### src/rtl/assert_macros.svh
// Assertion macros for the RTL modules; the controller uses them.
`ifndef ASSERT_MACROS_SVH
`define ASSERT_MACROS_SVH

// Antecedent implies consequent on the same edge, idle during reset
`define ASSERT_IMPL(label, clk, rst_n, ante, cons) \
    label: assert property (@(posedge clk) disable iff (!rst_n) (ante) |-> (cons)) \
        else $error("assertion failed: label");

// Condition must never hold outside reset
`define ASSERT_NEVER(label, clk, rst_n, cond) \
    label: assert property (@(posedge clk) disable iff (!rst_n) !(cond)) \
        else $error("assertion failed: label");

`endif

### src/rtl/bfmc_pkg.sv
// Package for the buffer frame manager: opcodes, status codes and control structs.
`default_nettype none
package bfmc_pkg;

    // Request opcodes
    localparam logic [2:0] OP_READ    = 3'd0;
    localparam logic [2:0] OP_ALLOC   = 3'd1;
    localparam logic [2:0] OP_UNPIN   = 3'd2;
    localparam logic [2:0] OP_DISPOSE = 3'd3;
    localparam logic [2:0] OP_FLUSH   = 3'd4;

    // Result status codes
    localparam logic [2:0] ST_OK         = 3'd0;
    localparam logic [2:0] ST_ALL_PINNED = 3'd1;
    localparam logic [2:0] ST_NOT_PINNED = 3'd2;
    localparam logic [2:0] ST_PAGE_PINNED = 3'd3;
    localparam logic [2:0] ST_BAD_REQ    = 3'd4;

    // Commands from controller to datapath
    typedef struct packed {
        logic       load_req;
        logic       pin;
        logic       take;
        logic       unpin;
        logic       clear;
        logic       clr_ref;
        logic       adv_hand;
        logic       emit;
        logic       use_frame;
        logic       hit;
        logic       need_read;
        logic       wb;
        logic [2:0] status;
        logic       last;
    } t_cmd;

    // Status from datapath to controller, for the frame at the current address
    typedef struct packed {
        logic out_busy;
        logic valid;
        logic referenced;
        logic pin_zero;
        logic match_page;
        logic match_file;
    } t_stat;

endpackage
`default_nettype wire

### src/rtl/bfmc_dp.sv
// Datapath: frame table, clock hand, request latch and result register.
`default_nettype none
module bfmc_dp #(
    parameter int NUM_FRAMES   = 16,
    parameter int FILE_ID_BITS = 8,
    parameter int PAGE_BITS    = 32,
    parameter int PIN_BITS     = 8,
    parameter int IW           = 4,
    parameter int OUT_W        = 48
) (
    input  wire logic                    i_clk,
    input  wire logic                    i_rst_n,
    input  wire bfmc_pkg::t_cmd          i_cmd,
    input  wire logic [IW-1:0]           i_addr,
    input  wire logic [FILE_ID_BITS-1:0] i_file_id,
    input  wire logic [PAGE_BITS-1:0]    i_page_no,
    input  wire logic                    i_dirty_flag,
    output bfmc_pkg::t_stat              o_stat,
    output logic [IW-1:0]                o_hand_next,
    input  wire logic                    i_out_ready,
    output logic                         o_out_valid,
    output logic [OUT_W-1:0]             o_out_data,
    output logic [2:0]                   o_out_status,
    output logic                         o_out_last
);
    import bfmc_pkg::*;

    localparam int USED_W = IW + 3 + FILE_ID_BITS + PAGE_BITS;
    localparam logic [PIN_BITS-1:0] PIN_MAX = {PIN_BITS{1'b1}};

    logic [NUM_FRAMES-1:0]   r_valid, r_dirty, r_ref;
    logic [PIN_BITS-1:0]     r_pin  [NUM_FRAMES];
    logic [FILE_ID_BITS-1:0] r_file [NUM_FRAMES];
    logic [PAGE_BITS-1:0]    r_page [NUM_FRAMES];
    logic [IW-1:0]           r_hand;
    logic [FILE_ID_BITS-1:0] r_req_file;
    logic [PAGE_BITS-1:0]    r_req_page;
    logic                    r_req_dirty;
    logic                    r_out_valid;
    logic [OUT_W-1:0]        r_out_data;
    logic [2:0]              r_out_status;
    logic                    r_out_last;

    logic                    w_wb;
    logic [FILE_ID_BITS-1:0] w_wbf;
    logic [PAGE_BITS-1:0]    w_wbp;
    logic [IW-1:0]           w_frame;

    // Next hand position with wrap
    assign o_hand_next = (r_hand == IW'(NUM_FRAMES - 1)) ? '0 : r_hand + 1'b1;

    // Status of the addressed frame
    always_comb begin
        o_stat.out_busy   = r_out_valid;
        o_stat.valid      = r_valid[i_addr];
        o_stat.referenced = r_ref[i_addr];
        o_stat.pin_zero   = (r_pin[i_addr] == '0);
        o_stat.match_file = r_valid[i_addr] && (r_file[i_addr] == r_req_file);
        o_stat.match_page = o_stat.match_file && (r_page[i_addr] == r_req_page);
    end

    // Result fields
    assign w_wb    = i_cmd.wb && r_valid[i_addr] && r_dirty[i_addr];
    assign w_wbf   = w_wb ? r_file[i_addr] : '0;
    assign w_wbp   = w_wb ? r_page[i_addr] : '0;
    assign w_frame = i_cmd.use_frame ? i_addr : '0;

    // Control state of the table
    always_ff @(posedge i_clk) begin
        if (!i_rst_n) begin
            r_valid <= '0;
            r_dirty <= '0;
            r_ref   <= '0;
            r_hand  <= IW'(NUM_FRAMES - 1);
            for (int i = 0; i < NUM_FRAMES; i++) begin
                r_pin[i] <= '0;
            end
        end else begin
            if (i_cmd.adv_hand) begin
                r_hand <= o_hand_next;
            end
            if (i_cmd.clr_ref) begin
                r_ref[i_addr] <= 1'b0;
            end
            if (i_cmd.pin) begin
                r_ref[i_addr] <= 1'b1;
                if (r_pin[i_addr] != PIN_MAX) begin
                    r_pin[i_addr] <= r_pin[i_addr] + 1'b1;
                end
            end
            if (i_cmd.take) begin
                r_valid[i_addr] <= 1'b1;
                r_dirty[i_addr] <= 1'b0;
                r_ref[i_addr]   <= 1'b1;
                r_pin[i_addr]   <= PIN_BITS'(1);
            end
            if (i_cmd.unpin) begin
                r_pin[i_addr] <= r_pin[i_addr] - 1'b1;
                if (r_req_dirty) begin
                    r_dirty[i_addr] <= 1'b1;
                end
            end
            if (i_cmd.clear) begin
                r_valid[i_addr] <= 1'b0;
                r_dirty[i_addr] <= 1'b0;
                r_ref[i_addr]   <= 1'b0;
                r_pin[i_addr]   <= '0;
            end
        end
    end

    // Page tags and request latch
    always_ff @(posedge i_clk) begin
        if (i_cmd.take) begin
            r_file[i_addr] <= r_req_file;
            r_page[i_addr] <= r_req_page;
        end
        if (i_cmd.load_req) begin
            r_req_file  <= i_file_id;
            r_req_page  <= i_page_no;
            r_req_dirty <= i_dirty_flag;
        end
    end

    // Result register
    always_ff @(posedge i_clk) begin
        if (!i_rst_n) begin
            r_out_valid <= 1'b0;
        end else if (i_cmd.emit) begin
            r_out_valid <= 1'b1;
        end else if (i_out_ready) begin
            r_out_valid <= 1'b0;
        end
    end

    always_ff @(posedge i_clk) begin
        if (i_cmd.emit) begin
            r_out_data   <= OUT_W'({w_wbp, w_wbf, w_wb, i_cmd.need_read, i_cmd.hit, w_frame});
            r_out_status <= i_cmd.status;
            r_out_last   <= i_cmd.last;
        end
    end

    assign o_out_valid  = r_out_valid;
    assign o_out_data   = r_out_data;
    assign o_out_status = r_out_status;
    assign o_out_last   = r_out_last;

    // USED_W must fit the packed result
    if (USED_W > OUT_W) begin : g_width_bad
        assign o_out_data[0] = 1'bx;
    end

endmodule
`default_nettype wire

### src/rtl/bfmc_ctrl.sv
// Controller: sequences lookup, victim search and flush walk over the frame table.
`default_nettype none
`include "assert_macros.svh"
module bfmc_ctrl #(
    parameter int NUM_FRAMES = 16,
    parameter int IW         = 4
) (
    input  wire logic            i_clk,
    input  wire logic            i_rst_n,
    input  wire logic            i_req_valid,
    output logic                 o_req_ready,
    input  wire logic [2:0]      i_opcode,
    input  wire bfmc_pkg::t_stat i_stat,
    input  wire logic [IW-1:0]   i_hand_next,
    output bfmc_pkg::t_cmd       o_cmd,
    output logic [IW-1:0]        o_addr
);
    import bfmc_pkg::*;

    localparam logic [2:0] S_IDLE  = 3'd0;
    localparam logic [2:0] S_LOOK  = 3'd1;
    localparam logic [2:0] S_ACT   = 3'd2;
    localparam logic [2:0] S_VICT  = 3'd3;
    localparam logic [2:0] S_FLUSH = 3'd4;
    localparam logic [2:0] S_EMIT  = 3'd5;

    localparam logic [IW-1:0] LAST_IDX  = IW'(NUM_FRAMES - 1);
    localparam logic [IW:0]   LAST_STEP = (IW+1)'(2 * NUM_FRAMES - 1);

    logic [2:0]    r_state, n_state;
    logic [2:0]    r_op, n_op;
    logic [IW-1:0] r_idx, n_idx;
    logic [IW:0]   r_step, n_step;
    logic [2:0]    r_status, n_status;

    assign o_req_ready = (r_state == S_IDLE);

    always_comb begin
        n_state  = r_state;
        n_op     = r_op;
        n_idx    = r_idx;
        n_step   = r_step;
        n_status = r_status;
        o_cmd    = '0;
        o_addr   = r_idx;
        case (r_state)
            S_IDLE: begin
                if (i_req_valid) begin
                    o_cmd.load_req = 1'b1;
                    n_op  = i_opcode;
                    n_idx = '0;
                    if (i_opcode > OP_FLUSH) begin
                        n_status = ST_BAD_REQ;
                        n_state  = S_EMIT;
                    end else if (i_opcode == OP_FLUSH) begin
                        n_state = S_FLUSH;
                    end else begin
                        n_state = S_LOOK;
                    end
                end
            end
            // Linear scan for the requested page
            S_LOOK: begin
                if (i_stat.match_page) begin
                    n_state = S_ACT;
                end else if (r_idx == LAST_IDX) begin
                    if (r_op inside {OP_READ, OP_ALLOC}) begin
                        n_step  = '0;
                        n_state = S_VICT;
                    end else begin
                        n_status = ST_OK;
                        n_state  = S_EMIT;
                    end
                end else begin
                    n_idx = r_idx + 1'b1;
                end
            end
            // Act on the resident frame
            S_ACT: begin
                if (!i_stat.out_busy) begin
                    o_cmd.emit      = 1'b1;
                    o_cmd.use_frame = 1'b1;
                    o_cmd.hit       = 1'b1;
                    o_cmd.last      = 1'b1;
                    o_cmd.status    = ST_OK;
                    n_state         = S_IDLE;
                    case (r_op)
                        OP_READ, OP_ALLOC: o_cmd.pin = 1'b1;
                        OP_UNPIN: begin
                            if (i_stat.pin_zero) begin
                                o_cmd.status = ST_NOT_PINNED;
                            end else begin
                                o_cmd.unpin = 1'b1;
                            end
                        end
                        default: o_cmd.clear = 1'b1;
                    endcase
                end
            end
            // Clock sweep, one frame a cycle while the result register is free
            S_VICT: begin
                o_addr = i_hand_next;
                if (!i_stat.out_busy) begin
                    o_cmd.adv_hand = 1'b1;
                    if (!i_stat.valid || (!i_stat.referenced && i_stat.pin_zero)) begin
                        o_cmd.take      = 1'b1;
                        o_cmd.emit      = 1'b1;
                        o_cmd.use_frame = 1'b1;
                        o_cmd.need_read = (r_op == OP_READ);
                        o_cmd.wb        = 1'b1;
                        o_cmd.status    = ST_OK;
                        o_cmd.last      = 1'b1;
                        n_state         = S_IDLE;
                    end else begin
                        o_cmd.clr_ref = i_stat.referenced;
                        n_step = r_step + 1'b1;
                        if (r_step == LAST_STEP) begin
                            n_status = ST_ALL_PINNED;
                            n_state  = S_EMIT;
                        end
                    end
                end
            end
            // Flush walk from frame zero upward
            S_FLUSH: begin
                if (!i_stat.out_busy) begin
                    if (i_stat.match_file) begin
                        o_cmd.emit      = 1'b1;
                        o_cmd.use_frame = 1'b1;
                        if (!i_stat.pin_zero) begin
                            o_cmd.status = ST_PAGE_PINNED;
                            o_cmd.last   = 1'b1;
                        end else begin
                            o_cmd.wb    = 1'b1;
                            o_cmd.clear = 1'b1;
                        end
                    end
                    if (i_stat.match_file && !i_stat.pin_zero) begin
                        n_state = S_IDLE;
                    end else if (r_idx == LAST_IDX) begin
                        n_status = ST_OK;
                        n_state  = S_EMIT;
                    end else begin
                        n_idx = r_idx + 1'b1;
                    end
                end
            end
            // Single closing result with only a status
            S_EMIT: begin
                if (!i_stat.out_busy) begin
                    o_cmd.emit   = 1'b1;
                    o_cmd.status = r_status;
                    o_cmd.last   = 1'b1;
                    n_state      = S_IDLE;
                end
            end
            default: n_state = S_IDLE;
        endcase
    end

    always_ff @(posedge i_clk) begin
        if (!i_rst_n) begin
            r_state <= S_IDLE;
        end else begin
            r_state <= n_state;
        end
    end

    always_ff @(posedge i_clk) begin
        r_op     <= n_op;
        r_idx    <= n_idx;
        r_step   <= n_step;
        r_status <= n_status;
    end

    `ASSERT_IMPL(a_emit_free, i_clk, i_rst_n, o_cmd.emit, !i_stat.out_busy)
    `ASSERT_IMPL(a_take_ok, i_clk, i_rst_n, o_cmd.take,
                 !i_stat.valid || (!i_stat.referenced && i_stat.pin_zero))
    `ASSERT_IMPL(a_hand_vict, i_clk, i_rst_n, o_cmd.adv_hand, r_state == S_VICT)
    `ASSERT_NEVER(a_flush_no_take, i_clk, i_rst_n, (r_state == S_FLUSH) && o_cmd.take)

endmodule
`default_nettype wire

### src/rtl/buffer_frame_manager_clock_core.sv
// Top level of the buffer frame manager with clock replacement.
//
// Requests enter on s_axis: tuser carries the opcode, tdata the file, page
// and dirty flag. Results leave on m_axis: tdata carries frame index, hit,
// need_read, writeback and the writeback file and page; tuser the status;
// tlast marks the final result of a request.
// One request is handled at a time; s_axis_tready is high only when idle.
// Lookup scans the frames one per cycle; a miss on a read or alloc then runs
// the clock sweep one frame per cycle while the output register is free, over
// up to 2*NUM_FRAMES frames; a flush walks the frames from frame zero, one
// transfer per matching frame and a closing status transfer, and stops at the
// first pinned match, whose result is the last. A hit is acted on in the act
// state, which writes its result into the output register.
// Results go through a one-entry output register; when the receiver stalls,
// the controller holds its walk until the register is free.
// Reset (synchronous, active low) clears valid, dirty, reference bits and
// pin counts and puts the clock hand on the last frame.
`default_nettype none
module buffer_frame_manager_clock_core #(
    parameter int NUM_FRAMES   = 16,
    parameter int FILE_ID_BITS = 8,
    parameter int PAGE_BITS    = 32,
    parameter int PIN_BITS     = 8,
    localparam int IW          = $clog2(NUM_FRAMES),
    localparam int IN_W        = ((FILE_ID_BITS + PAGE_BITS + 1 + 7) / 8) * 8,
    localparam int OUT_W       = ((IW + 3 + FILE_ID_BITS + PAGE_BITS + 7) / 8) * 8
) (
    input  wire logic             i_clk,
    input  wire logic             i_rst_n,
    input  wire logic             s_axis_tvalid,
    output logic                  s_axis_tready,
    // file_id, page, dirty_flag
    input  wire logic [IN_W-1:0]  s_axis_tdata,
    // opcode
    input  wire logic [2:0]       s_axis_tuser,
    output logic                  m_axis_tvalid,
    input  wire logic             m_axis_tready,
    // frame_index, hit, need_read, writeback, wb_file_id, wb_page
    output logic [OUT_W-1:0]      m_axis_tdata,
    // status
    output logic [2:0]            m_axis_tuser,
    output logic                  m_axis_tlast
);
    import bfmc_pkg::*;

    t_cmd          w_cmd;
    t_stat         w_stat;
    logic [IW-1:0] w_addr;
    logic [IW-1:0] w_hand_next;

    bfmc_ctrl #(
        .NUM_FRAMES (NUM_FRAMES),
        .IW         (IW)
    ) u_ctrl (
        .i_clk       (i_clk),
        .i_rst_n     (i_rst_n),
        .i_req_valid (s_axis_tvalid),
        .o_req_ready (s_axis_tready),
        .i_opcode    (s_axis_tuser),
        .i_stat      (w_stat),
        .i_hand_next (w_hand_next),
        .o_cmd       (w_cmd),
        .o_addr      (w_addr)
    );

    bfmc_dp #(
        .NUM_FRAMES   (NUM_FRAMES),
        .FILE_ID_BITS (FILE_ID_BITS),
        .PAGE_BITS    (PAGE_BITS),
        .PIN_BITS     (PIN_BITS),
        .IW           (IW),
        .OUT_W        (OUT_W)
    ) u_dp (
        .i_clk         (i_clk),
        .i_rst_n       (i_rst_n),
        .i_cmd         (w_cmd),
        .i_addr        (w_addr),
        .i_file_id     (s_axis_tdata[FILE_ID_BITS-1:0]),
        .i_page_no     (s_axis_tdata[FILE_ID_BITS +: PAGE_BITS]),
        .i_dirty_flag  (s_axis_tdata[FILE_ID_BITS + PAGE_BITS]),
        .o_stat        (w_stat),
        .o_hand_next   (w_hand_next),
        .i_out_ready   (m_axis_tready),
        .o_out_valid   (m_axis_tvalid),
        .o_out_data    (m_axis_tdata),
        .o_out_status  (m_axis_tuser),
        .o_out_last    (m_axis_tlast)
    );

endmodule
`default_nettype wire
### config.mk
export PLATFORM = sky130hd
export DESIGN_NAME = buffer_frame_manager_clock_core
export DESIGN_NICKNAME = d
export VERILOG_FILES = /design/src/rtl/bfmc_pkg.sv /design/src/rtl/bfmc_dp.sv /design/src/rtl/bfmc_ctrl.sv /design/src/rtl/buffer_frame_manager_clock_core.sv
export VERILOG_INCLUDE_DIRS = /design/src /design/src/rtl
export SDC_FILE = /design/constraint.sdc
export NUM_CORES = 1
export LEC_CHECK = 0
export ABC_AREA = 1
export BUFFER_PORTS_ARGS = -buffer_cell sky130_fd_sc_hd__buf_4
export CAP_MARGIN = 30
export CORE_MARGIN = 2
export CORE_UTILIZATION = 44
export CTS_CLUSTER_SIZE = 30
export DETAILED_ROUTE_END_ITERATION = 8
export PLACE_DENSITY = 0.7
export SLEW_MARGIN = 20
export SYNTH_ARGS = -nofsm -noshare
export SYNTH_HDL_FRONTEND = slang
export SYNTH_SLANG_ARGS = --single-unit
### constraint.sdc
create_clock -name i_clk -period 5 [get_ports i_clk]
set_input_delay 1 -clock i_clk [delete_from_list [all_inputs] [get_ports i_clk]]
set_output_delay 1 -clock i_clk [all_outputs]
set_load 0.005 [all_outputs]
Word level (Yosys, flattened, before mapping)

Memories as Yosys holds them, arrays and structs flattened.
Index checks and enable logic that the tools add are counted.

Input port bits: 55
Memories: 3
Register bits after elaboration: 163
Output and inout bits: 54
RAM bits: 768

Memories:

| name        | words | bits a word | rd ports | clocked after Yosys merged registers in | wr ports | line          | text |
|---|---|---|---|---|---|---|---|
| u_dp.r_page | 16    | 32          | 1        | 0                                       | 1        | bfmc_dp.sv:34 | `logic [PAGE_BITS-1:0] r_page [NUM_FRAMES];` |
| u_dp.r_file | 16    | 8           | 1        | 0                                       | 1        | bfmc_dp.sv:33 | `logic [FILE_ID_BITS-1:0] r_file [NUM_FRAMES];` |
| u_dp.r_pin  | 16    | 8           | 1        | 0                                       | 16       | bfmc_dp.sv:32 | `logic [PIN_BITS-1:0] r_pin [NUM_FRAMES];` |

Magnitude comparators: 3
Bitwise gates (word level): 15
Reduce and logical (&&, ||, !) cells: 29
Mux-type cells: 125
Add/subtract/negate cells: 5
Eq/ne operators: 30

Operators by type and width:

| operator                                                                | count |
|---|---|
| 16-bit 2-to-1 mux                                                       | 16 |
| 3-bit 2-to-1 mux                                                        | 27 |
| 16-bit AND                                                              | 5 |
| 16-bit OR                                                               | 4 |
| 5-bit 2-to-1 mux                                                        | 9 |
| 4-bit 2-to-1 mux                                                        | 11 |
| 1-bit 2-to-1 mux                                                        | 39 |
| 32-bit == test                                                          | 1 |
| 8-bit 2-to-1 mux                                                        | 4 |
| 2-bit inequality test, second input constant                            | 8 |
| 16-bit inverter                                                         | 1 |
| 4-bit one-hot mux with 4 select lines                                   | 1 |
| 3-bit one-hot mux with 5 select lines                                   | 1 |
| 1-bit binary-select mux with 4-bit select                               | 3 |
| 2-bit 2-to-1 mux                                                        | 6 |
| 3-bit one-hot mux with 4 select lines                                   | 1 |
| 4-bit one-hot mux with 3 select lines                                   | 1 |
| 12-bit AND reduction                                                    | 1 |
| 2-bit by 1-bit inequality test with 1-bit output, second input constant | 5 |
| 5-bit one-hot mux with 2 select lines                                   | 1 |
| 3-bit by 2-bit == test with 1-bit output, second input constant         | 3 |
| 3-bit == test, second input constant                                    | 3 |
| 3-bit by 1-bit inequality test with 1-bit output, second input constant | 3 |
| 4-bit by 1-bit adder with 4-bit output, second input constant           | 2 |
| 32 further kinds                                                        | 51 |

Longest topological paths before layout

Gate-level depths: netlist of run 1.

Depth after elaboration: 21
Gate-level depth with buffers: 28
Mapped depth without buffers: 25

Cells and area by module

From an unflattened synthesis of run 1, not the netlist that was laid out.

Cell total of the unflattened synthesis: 3624
Area total of the unflattened synthesis: 38793.5 µm²

By module, submodules not included:

| module    | cells an instance | instances | sequential area each (µm²) | area an instance (µm²) |
|---|---|---|---|---|
| bfmc_dp   | 3446              | 1         | 26885.8                    | 37496.0 |
| bfmc_ctrl | 178               | 1         | 480.5                      | 1297.5 |

Least setup slack after synthesis of run 1

No wires, ideal clock.

Path kind: register to register
Start: register u_dp.r_hand[0]
End: register u_dp.r_dirty[14]
Setup time: 0.115 ns
Clock period less this slack: 5.015 ns
Stages on the path, launching flop included: 23
Data arrival time: 4.900 ns
Data required time: 4.885 ns
Setup slack: -0.015 ns
Buffers on the path: 3
Cell sequence: dfxtp_1 > ha_1 > nand2_1 > nand2_1 > nand2_1 > o21ai_0 > o21ai_0 > nor2_1 > buf_4 > buf_4 > o21ai_0 > nand4_1 > ha_1 > nand2_1 > nor2_2 > nand3b_1 > nand2_1 > nand2_1 > buf_2 > nor2_1 > inv_1 > a21oi_1 > nor2_1

Cells in the longest elaborated chain, start to end: 19
Elaborated cells on any way between the ends: 43
Classes of those cells: add/sub: 1; order compare: 2; eq/ne: 2; mux: 25; bitwise: 4; reduce/logical: 7; memory: 2

RTL lines:

| element                                                                         | line            | text |
|---|---|---|
| start, declared                                                                 | bfmc_dp.sv:35   | `logic [IW-1:0] r_hand;` |
| start signal, assigned                                                          | bfmc_dp.sv:74   | `r_hand <= IW'(NUM_FRAMES - 1);` |
| start signal, assigned                                                          | bfmc_dp.sv:80   | `r_hand <= o_hand_next;` |
| 4-bit by 1-bit adder with 4-bit output or 4-bit == test (tied branches)         | bfmc_dp.sv:50   | `assign o_hand_next = (r_hand == IW'(NUM_FRAMES - 1)) ? '0 : r_hand + 1'b1;` |
| 4-bit 2-to-1 mux *                                                              | bfmc_dp.sv:50   |  |
| 4-bit 2-to-1 mux *                                                              | bfmc_ctrl.sv:46 | `case (r_state)` |
| parallel branches: the longest is 15 deep, another holds memory read 16 x 8 bit | --              |  |
| 16-bit 2-to-1 mux *                                                             | bfmc_dp.sv:103  | `if (i_cmd.clear) begin` |
| end signal, assigned                                                            | bfmc_dp.sv:72   | `r_dirty <= '0;` |
| end signal, assigned by index                                                   | bfmc_dp.sv:100  | `r_dirty[i_addr] <= 1'b1;` |
| end signal, assigned by index                                                   | bfmc_dp.sv:105  | `r_dirty[i_addr] <= 1'b0;` |
| end, declared                                                                   | bfmc_dp.sv:31   | `logic [NUM_FRAMES-1:0] r_valid, r_dirty, r_ref;` |

Mark *: on every way between the ends. The select of a mux whose other input is x is not followed.
A chain may end at the register's enable or synchronous reset.

Worst setup path in the final report of run 1

Start: register u_ctrl.r_state[1]
End: register u_ctrl.r_step[1] (enable)

Cells in the longest elaborated chain, start to end: 9
Elaborated cells on any way between the ends: 26
Classes of those cells: eq/ne: 9; mux: 5; reduce/logical: 9; memory: 3

RTL lines:

| element                                                                         | line             | text |
|---|---|---|
| start, declared                                                                 | bfmc_ctrl.sv:30  | `logic [2:0] r_state, n_state;` |
| start signal, assigned                                                          | bfmc_ctrl.sv:165 | `r_state <= n_state;` |
| parallel branches: the longest is 8 deep, another holds memory read 16 x 32 bit | --               |  |
| 6-bit AND reduction (no source line) *                                          | --               |  |
| end signal, assigned                                                            | bfmc_ctrl.sv:172 | `r_step <= n_step;` |
| end, declared                                                                   | bfmc_ctrl.sv:33  | `logic [IW:0] r_step, n_step;` |

Marked as above.

==> results of run 1 <==
-- layout make-up --
type                            instances  area, µm²
Timing Repair Buffer                  207       1993
Clock buffer                          125       2595
Inverter                              823       3094
Multi-Input combinational cell       2725      11890
Clock inverter                         53      400.4
Sequential cell                       930      27370
Tap cell                             1287       1610
Fill cell                            8697      49190
-- synth_stat cells (all sizes together) --
master,n,share of area [%]
nor4,1,0.014
dfxtp,56,2.6
or2,1,0.014
clkbuf,37,0.32
o22ai,29,0.43
a22oi,4,0.069
xnor2,2,0.040
nand3,89,1.1
conb,1,0.0086
o211ai,2,0.035
nand3b,35,0.60
ha,7,0.20
nor3b,2,0.035
nor3,41,0.47
o21ai,190,2.3
nor2,258,2.3
nand2,1843,16
clkinv,3,0.026
a31oi,1,0.014
a21oi,49,0.57
nand4,131,1.9
xor2,10,0.20
edfxtp,874,60
inv,820,7.1
o32a,4,0.092
o2111ai,1,0.020
a21o,1,0.017
buf,187,2.8
o21bai,18,0.31
o31ai,2,0.035
a211oi,2,0.035
-- logic make-up after synthesis --
| group | after synthesis |
|---|---|
| simple gates | 2401 |
| buf+inv | 1047 |
| flops | 930 |
| compound gates | 303 |
| xor+xnor | 12 |
| fa+ha+maj | 7 |
| other cells | 1 |
-- registers in the layout (all words and copies together) (netlist names), named ones only --
signal and cells:
u_ctrl.r_status 2, u_dp.r_hand 4, u_dp.r_req_page 32, u_dp.r_req_dirty 1, u_ctrl.r_idx 4, u_dp.r_page 512, u_dp.o_out_data 47, u_ctrl.r_op 3
u_dp.r_dirty 16, u_ctrl.r_step 5, u_dp.r_req_file 8, u_dp.r_file 128, u_dp.o_out_valid 1, u_dp.o_out_last 1, u_dp.r_ref 16, u_dp.r_valid 15
u_ctrl.r_state 3, u_dp.o_out_status 3, u_dp.r_pin 128
-- worst max-delay path, delay by kind of cell (launching register included) --
family	cells	cell delay, ps
AND/OR/NAND/NOR	16	2130
AO/OA/AOI/OAI	3	490
flip-flops	1	460
buffers and inverters	3	1180
-- layer usage --
layer	part of all wire, %	wire (µm)	up-vias	track usage, %
met5	0	0	-	0
met4	3.6	3997	0	8.331
met3	6.8	7412	226	3.084
met2	49	53220	1107	36.36
met1	41	45070	14530	27.22
li1	-	-	15060	-
-- path summary, 6_finish.rpt --
path / endpoint / slack [ps] / cells past startpoint
max reg2reg: u_ctrl.r_step[1]$_SDFFCE_PP0P_ / 370 / 22
max: u_ctrl.r_step[1]$_SDFFCE_PP0P_ / 370 / 22
min: u_dp.r_dirty[0]$_SDFF_PN0_ / 480 / 2
min reg2reg: u_dp.r_dirty[0]$_SDFF_PN0_ / 480 / 2
-- metrics by stage --
stage | instances | setup slack [ps] | total power [µW] | hold slack (ps) | instance area, µm²
final | 6150 | 365.7 | 25030 | 481.4 | 48950
after global routing | 6150 | 49.54 | 26410 | 468.1 | 48950
after CTS | 6146 | 163.9 | 25020 | 466.3 | 48880
after detailed placement | 5968 | 158.7 | 18190 | 472.2 | 45890
after global placement | 5965 | 177.1 | 18030 | 457.0 | 45810
after floorplan | 4701 | 33.34 | 15450 | 430.6 | 43500
-- report_power, final --
group / internal [µW] / switching [µW] / total (µW)
clock: 3830 / 3030 / 6860
sequential: 9100 / 433 / 9540
combinational: 2460 / 6180 / 8640
total: 15400 / 9640 / 25000
==> impl_results.md, run 1 <==
- Origin of the worst setup path: u_ctrl.r_state[1]$_SDFFE_PN0P_
- Antenna violations before repair: 0
- Beginning of the worst register-to-register path: u_ctrl.r_state[1]$_SDFFE_PN0P_
- Slowest cell on crit path: sky130_fd_sc_hd__buf_4
- Synthesis-to-finish area growth: 12.52%
- Mux share of post-synthesis cell area: 0%
- Post-synth net total: between 4000 and 5000
- Worst clock skew on the final layout: 65.60 ps
- Path class of the lowest-slack min-delay path: reg2reg
- Pleak: 0.02242 µW
- Worst path required time: 5350 ps
- Maximum number of pins on one net before global-route repair: about 210
- Final #Nets: roughly 4800
- Count of maximum capacitance violations: 0
- Arr. time, crit path: between 4000 and 5000 ps
- TritonCTS clock tree: built
- Seq/Total Area, Yosys: 62.91%
- Hold wc startpoint: u_dp.r_dirty[0]$_SDFF_PN0_
- Detailed placement HPWL: 61.74 mm
- Area fraction in and, or, nand and nor cells after synthesis: a little under a quarter
- Most common cell after layout, fill and taps aside: sky130_fd_sc_hd__nand2_1
- Iteration-0 DRC Markers: roughly 3000
- Remaining antenna violation count after routing: 0
- Post-synthesis adder-cell area fraction: 0.2014%
- Main combinational cell family by area after synthesis: simple AND/OR/NAND/NOR gates
- Latest clock arrival within the worst-skew pair: about 700 ps
- First-pass DRT Iterations: 6
- H-tree lvl count: 3
- DR vias: just over 30000
- Core region area: 0.09813 mm²
- Synth cell types: 48
- Xor/xnor cell area share of the yosys netlist: less than 1%
- Synthesized area per cell: approximately 9.3 µm²
- Biggest cell delay along the critical path: approximately 600 ps
- Peak supply drop: about 0.0005 V
- Buffer depth of the longest clock path: 3
- Antenna diode count: 0
- Transition time at the pin with the least slew margin: 1112 ps
- Highest clock rate: 215.8 MHz
- GR Overflow Total: 0
- Global-route wire length before repair: around 170 mm
- Vias in the first global route: a little under 30000
- I/O pin total: ~110
- Total setup buffers inserted after CTS: 0
- Starting density of the core: between 40 and 50%
- Width of the die: 318.4 µm
- Critical-path cell list: nand2_1 -> nor2_2 -> buf_4 -> nand3_2 -> nand2_8 -> buf_12 -> buf_4 -> nand2_1 -> nand2_1 -> nand2_1 -> nand2_1 -> nand2_1 -> nand2_1 -> o21bai_1 -> nand2_1 -> nand2_1 -> nor2_1 -> nand2_1 -> nor2_1 -> nand3_2 -> a21oi_1 -> a21oi_1
- Number of CTS-inserted buffers: slightly below 100
- Setup_tns: 0 ps
- Cell area after technology mapping: between 0.04 and 0.05 mm²
- CP Launch Type: register
- Post-DR vias/cell: a little over 5
- Worst-path fanout max: 92
- Final Routed Wirelength: 109.7 mm
- Average detailed-routed wire length per instance: about 18 µm
- Root buf cell: sky130_fd_sc_hd__clkbuf_16
- Floorplan die height: around 320 µm
- End-of-flow core utilization: ~50%
- Setup crit end kind: register
- Setup repair after global routing missed its margin: false
- DRC: 0
- GRT Overall Usage: a little over a fifth
- Power density relative to cell area: ~510 mW/mm²
- Total setup violations reported at the end of the flow: 0
- Hold-fix buffer count after cts: 0
- Synthesized flop and latch total: 930
- Final weighted congestion in routability-driven placement: a little under 0.9
- Final count of pins violating max slew: 0
- Ratio of final minimum period to clock period: between 90% and 100%
- Post-synthesis cell count: ~4700
- Synthesized-area fraction occupied by ao, oa, aoi and oai cells: just under 4%
- Most Frequent Cell on Critical Path: sky130_fd_sc_hd__nand2_1
- Clock sink count: 930
- Number of warning messages in the yosys log: 0
- Total die area: 0.1014 mm²
- Core Rows: 115
- Remaining max-slew budget at the tightest pin: between 20% and 30%
- Result of the run: finished clean
- Min Clock Period, post-route: between 4000 and 5000 ps
- Endpoints failing hold: 0
- Clock input transition at the sequential cells of the worst setup and hold paths: 60 ps
- Worst Setup Path Type: reg2reg
- Post-cts resize count: 0
- Share of final-layout standard cells stronger than drive strength 1: roughly 8.4%
- Most frequent cells in the layout: sky130_fd_sc_hd__nand2_1 (1828), sky130_fd_sc_hd__edfxtp_1 (874), sky130_fd_sc_hd__inv_1 (812)
- Quantity of I/O buffers inserted on ports: 100
Note: power is estimated with default switching activity, not from simulation.
==> inputs of run 2 (changes only) <==
BUFFER_PORTS_ARGS = not set   (was -buffer_cell sky130_fd_sc_hd__buf_4)
DONT_BUFFER_PORTS = 1   (was not set)
PLACE_DENSITY = 0.69   (was 0.7)
==> run 2 against run 1 <==
Wire length fell by 0.48%. Critical path type unchanged. Via count fell by 1.2%. Maximum frequency fell by 2.1%.
==> impl_results.md, run 2 (synthesis results as in run 1) <==
- Result of the run: finished clean
- DRC: 0 (unchanged)
- Core Rows: 115 (unchanged)
- Clock sink count: 930 (unchanged)
- Total setup violations reported at the end of the flow: 0 (unchanged)
- Clock input transition at the sequential cells of the worst setup and hold paths: 60 ps (about the same)
- Layout fillers: 8675 (-0.25%)
- Share of final-layout standard cells stronger than drive strength 1: 7.000% (-1.4 points)
- Quantity of I/O buffers inserted on ports: 0 (-100%)
- Final weighted congestion in routability-driven placement: 0.8870 (-0.88%)
- First-pass DRT Iterations: 6 (unchanged)
- TritonCTS clock tree: built
- End-of-flow core utilization: 49.29% (-0.58 points)
- Number of CTS-inserted buffers: 95 (-2.1%)
- Worst setup slack after placement: 266.6 ps (+107.9 ps)
- Worst Setup Path Type: reg2reg
- Pleak: 0.02203 µW (-1.7%)
- Final Routed Wirelength: 109.2 mm (-0.48%)
- Worst path required time: 5350 ps (about the same)
- Final instance count without filler cells: 6049 (-1.6%)
- Flip-flop count of the largest register, all copies and words added: 512 (unchanged)
- Ratio of final minimum period to clock period: 94.64% (+2.0 points)
- Vias in the first global route: 28957 (-0.20%)
- Total setup buffers inserted after CTS: 0 (unchanged)
- Setup_tns: 0 ps (unchanged)
- Remaining max-slew budget at the tightest pin: 42.42% (+17 points)
- Sequential cell area: 0.02737 mm² (unchanged)
- Starting density of the core: 44.33% (unchanged)
- Detailed placement HPWL: 62.16 mm (+0.67%)
- GRT Overall Usage: 21.21% (-0.027 points)
- Count of maximum capacitance violations: 0 (unchanged)
- Setup crit end kind: register
- Most common cell after layout, fill and taps aside: sky130_fd_sc_hd__nand2_1
- Area of the multi-input gates: 0.01193 mm² (+0.37%)
- Average detailed-routed wire length per instance: 18.05 µm (+1.2%)
- Buffer depth of the longest clock path: 3 (unchanged)
- Post-DR vias/cell: 5.049 (+0.41%)
- Most frequent cells in the layout: sky130_fd_sc_hd__nand2_1 (1814), sky130_fd_sc_hd__edfxtp_1 (874), sky130_fd_sc_hd__inv_1 (812)
- Worst-path fanout max: 16 (-83%)
- Arr. time, crit path: 5080 ps (+100 ps)
- Maximum number of pins on one net before global-route repair: 185 (-11%)
- Width of the die: 318.4 µm (unchanged)
- Final #Nets: 4743 (-2.1%)
- Iteration-0 DRC Markers: 3157 (+5.3%)
- Power density relative to cell area: 519.7 mW/mm² (+1.6%)
- H-tree lvl count: 3 (unchanged)
- GR Overflow Total: 0 (unchanged)
- Largest reg by FF count: u_dp.r_page
- Global-route wire length before repair: 166.3 mm (-0.51%)
- Number of instances in the placed design: 5870 (-1.6%)
- Biggest cell delay along the critical path: 470 ps (-130 ps)
- Antenna violations before repair: 8 (+8)
- Post-cts resize count: 0 (unchanged)
- Root buf cell: sky130_fd_sc_hd__clkbuf_16
- Cell area after placement: 0.04511 mm² (-1.7%)
- Final count of pins violating max slew: 0 (unchanged)
- Critical-path cell list: nand3_2 -> o21ai_4 -> buf_4 -> nor2_2 -> inv_2 -> o22ai_1 -> o21ai_0 -> nand4_1 -> ha_1 -> nand2_1 -> nor2_2 -> nand2_2 -> nand2_4 -> nor2_4 -> inv_2 -> nand3_4 -> inv_1 -> nand2_4 -> nand2_1 -> nand2_1
- Highest clock rate: 211.3 MHz (-2.1%)
- Path class of the lowest-slack min-delay path: in2reg
- Synthesis-to-finish area growth: 11.21%
- Worst clock skew on the final layout: 29.24 ps (-36.35 ps)
- Remaining antenna violation count after routing: 0 (unchanged)
- Hold-fix buffer count after cts: 0 (unchanged)
- DR vias: 30540 (-1.2%)
- Most Frequent Cell on Critical Path: sky130_fd_sc_hd__nand2_1
- I/O pin total: 109 (unchanged)
- Slowest cell on crit path: sky130_fd_sc_hd__dfxtp_1
- Post-route standard cell area excluding fillers: 0.04837 mm² (-1.2%)
- Endpoints failing hold: 0 (unchanged)
- CP Launch Type: register
- Final worst-path setup slack: 267.9 ps (-97.79 ps)
- Min Clock Period, post-route: 4732 ps (+97.79 ps)
- Peak supply drop: 0.0003524 V (-31%)
- Latest clock arrival within the worst-skew pair: 680 ps (-20 ps)
- Floorplan die height: 318.4 µm (unchanged)
- Setup repair after global routing missed its margin: false
- Transition time at the pin with the least slew margin: 863.6 ps (-248.3 ps)
- Core region area: 0.09813 mm² (unchanged)
- Total die area: 0.1014 mm² (unchanged)
- Largest registers: u_dp.r_page (512), u_dp.r_file (128), u_dp.r_pin (128)
==> run 2: cell types whose count changed in the layout (fill, tap and decap cells not counted), moves of 3 or more <==
cell / delta
sky130_fd_sc_hd__clkinvlp_4: +3
sky130_fd_sc_hd__nand2_2: +14
sky130_fd_sc_hd__buf_6: +3
sky130_fd_sc_hd__nand2_1: -14
sky130_fd_sc_hd__diode_2: +5
sky130_fd_sc_hd__buf_4: -100
sky130_fd_sc_hd__bufinv_16: +8
sky130_fd_sc_hd__clkinv_1: -12
sky130_fd_sc_hd__clkbuf_1: -4
==> run 2: report_power, final <==
part           switching (µW)  total (µW)  internal [µW]  leakage [µW]
Sequential                446        9550           9100       0.00846
Clock                    3010        7210           4200       0.00154
Combinational            6130        8380           2250        0.0120
==> run 2: path summary, 6_finish.rpt <==
check / startpoint / end / slack [ps] / cells after the start
min reg2reg: register / register / 460 / 2
max: u_ctrl.r_state[1]$_SDFFE_PN0P_ / u_dp.r_pin[9][0]$_SDFFCE_PN0P_ / 270 / 20
min: s_axis_tdata[8] / u_dp.r_req_page[0]$_DFFE_PP_ / 410 / 0
max reg2reg: u_ctrl.r_state[1]$_SDFFE_PN0P_ / u_dp.r_pin[9][0]$_SDFFCE_PN0P_ / 270 / 20
==> run 2: layout make-up <==
type                            instances  share of cell area, %
Inverter                              823                  6.397
Tap cell                             1287                  3.329
Timing Repair Buffer                  107                  2.493
Clock inverter                         52                  1.231
Clock buffer                          121                  5.287
Antenna cell                            5                0.02587
Multi-Input combinational cell       2724                  24.66
Sequential cell                       930                  56.57
==> run 2: per-layer routing <==
layer / track usage [%] / routed length, µm / part of all wire [%]
met4: 9.152 / 4297 / 3.9
met3: 3.422 / 7558 / 6.9
met2: 36.07 / 52610 / 48
met5: 0 / 38 / 0.035
met1: 26.84 / 44680 / 41
==> run 2: through the flow <==
step	power, µW	hold WS (ps)
3_3_place_gp	17740	452.7
5_1_grt	26490	392.3
3_5_place_dp	17900	449.9
4_1_cts	25100	383.3
2_1_floorplan	15450	430.6
6_report	25140	414.1
==> run 2: critical path, delay by kind of cell, from the launching register on <==
kind	cells	cell delay (ps)
buffers and inverters	4	740
AOI/OAI and AO/OA	3	900
DFF	1	470
adders and majority gates	1	260
and+or+nand+nor	12	2020
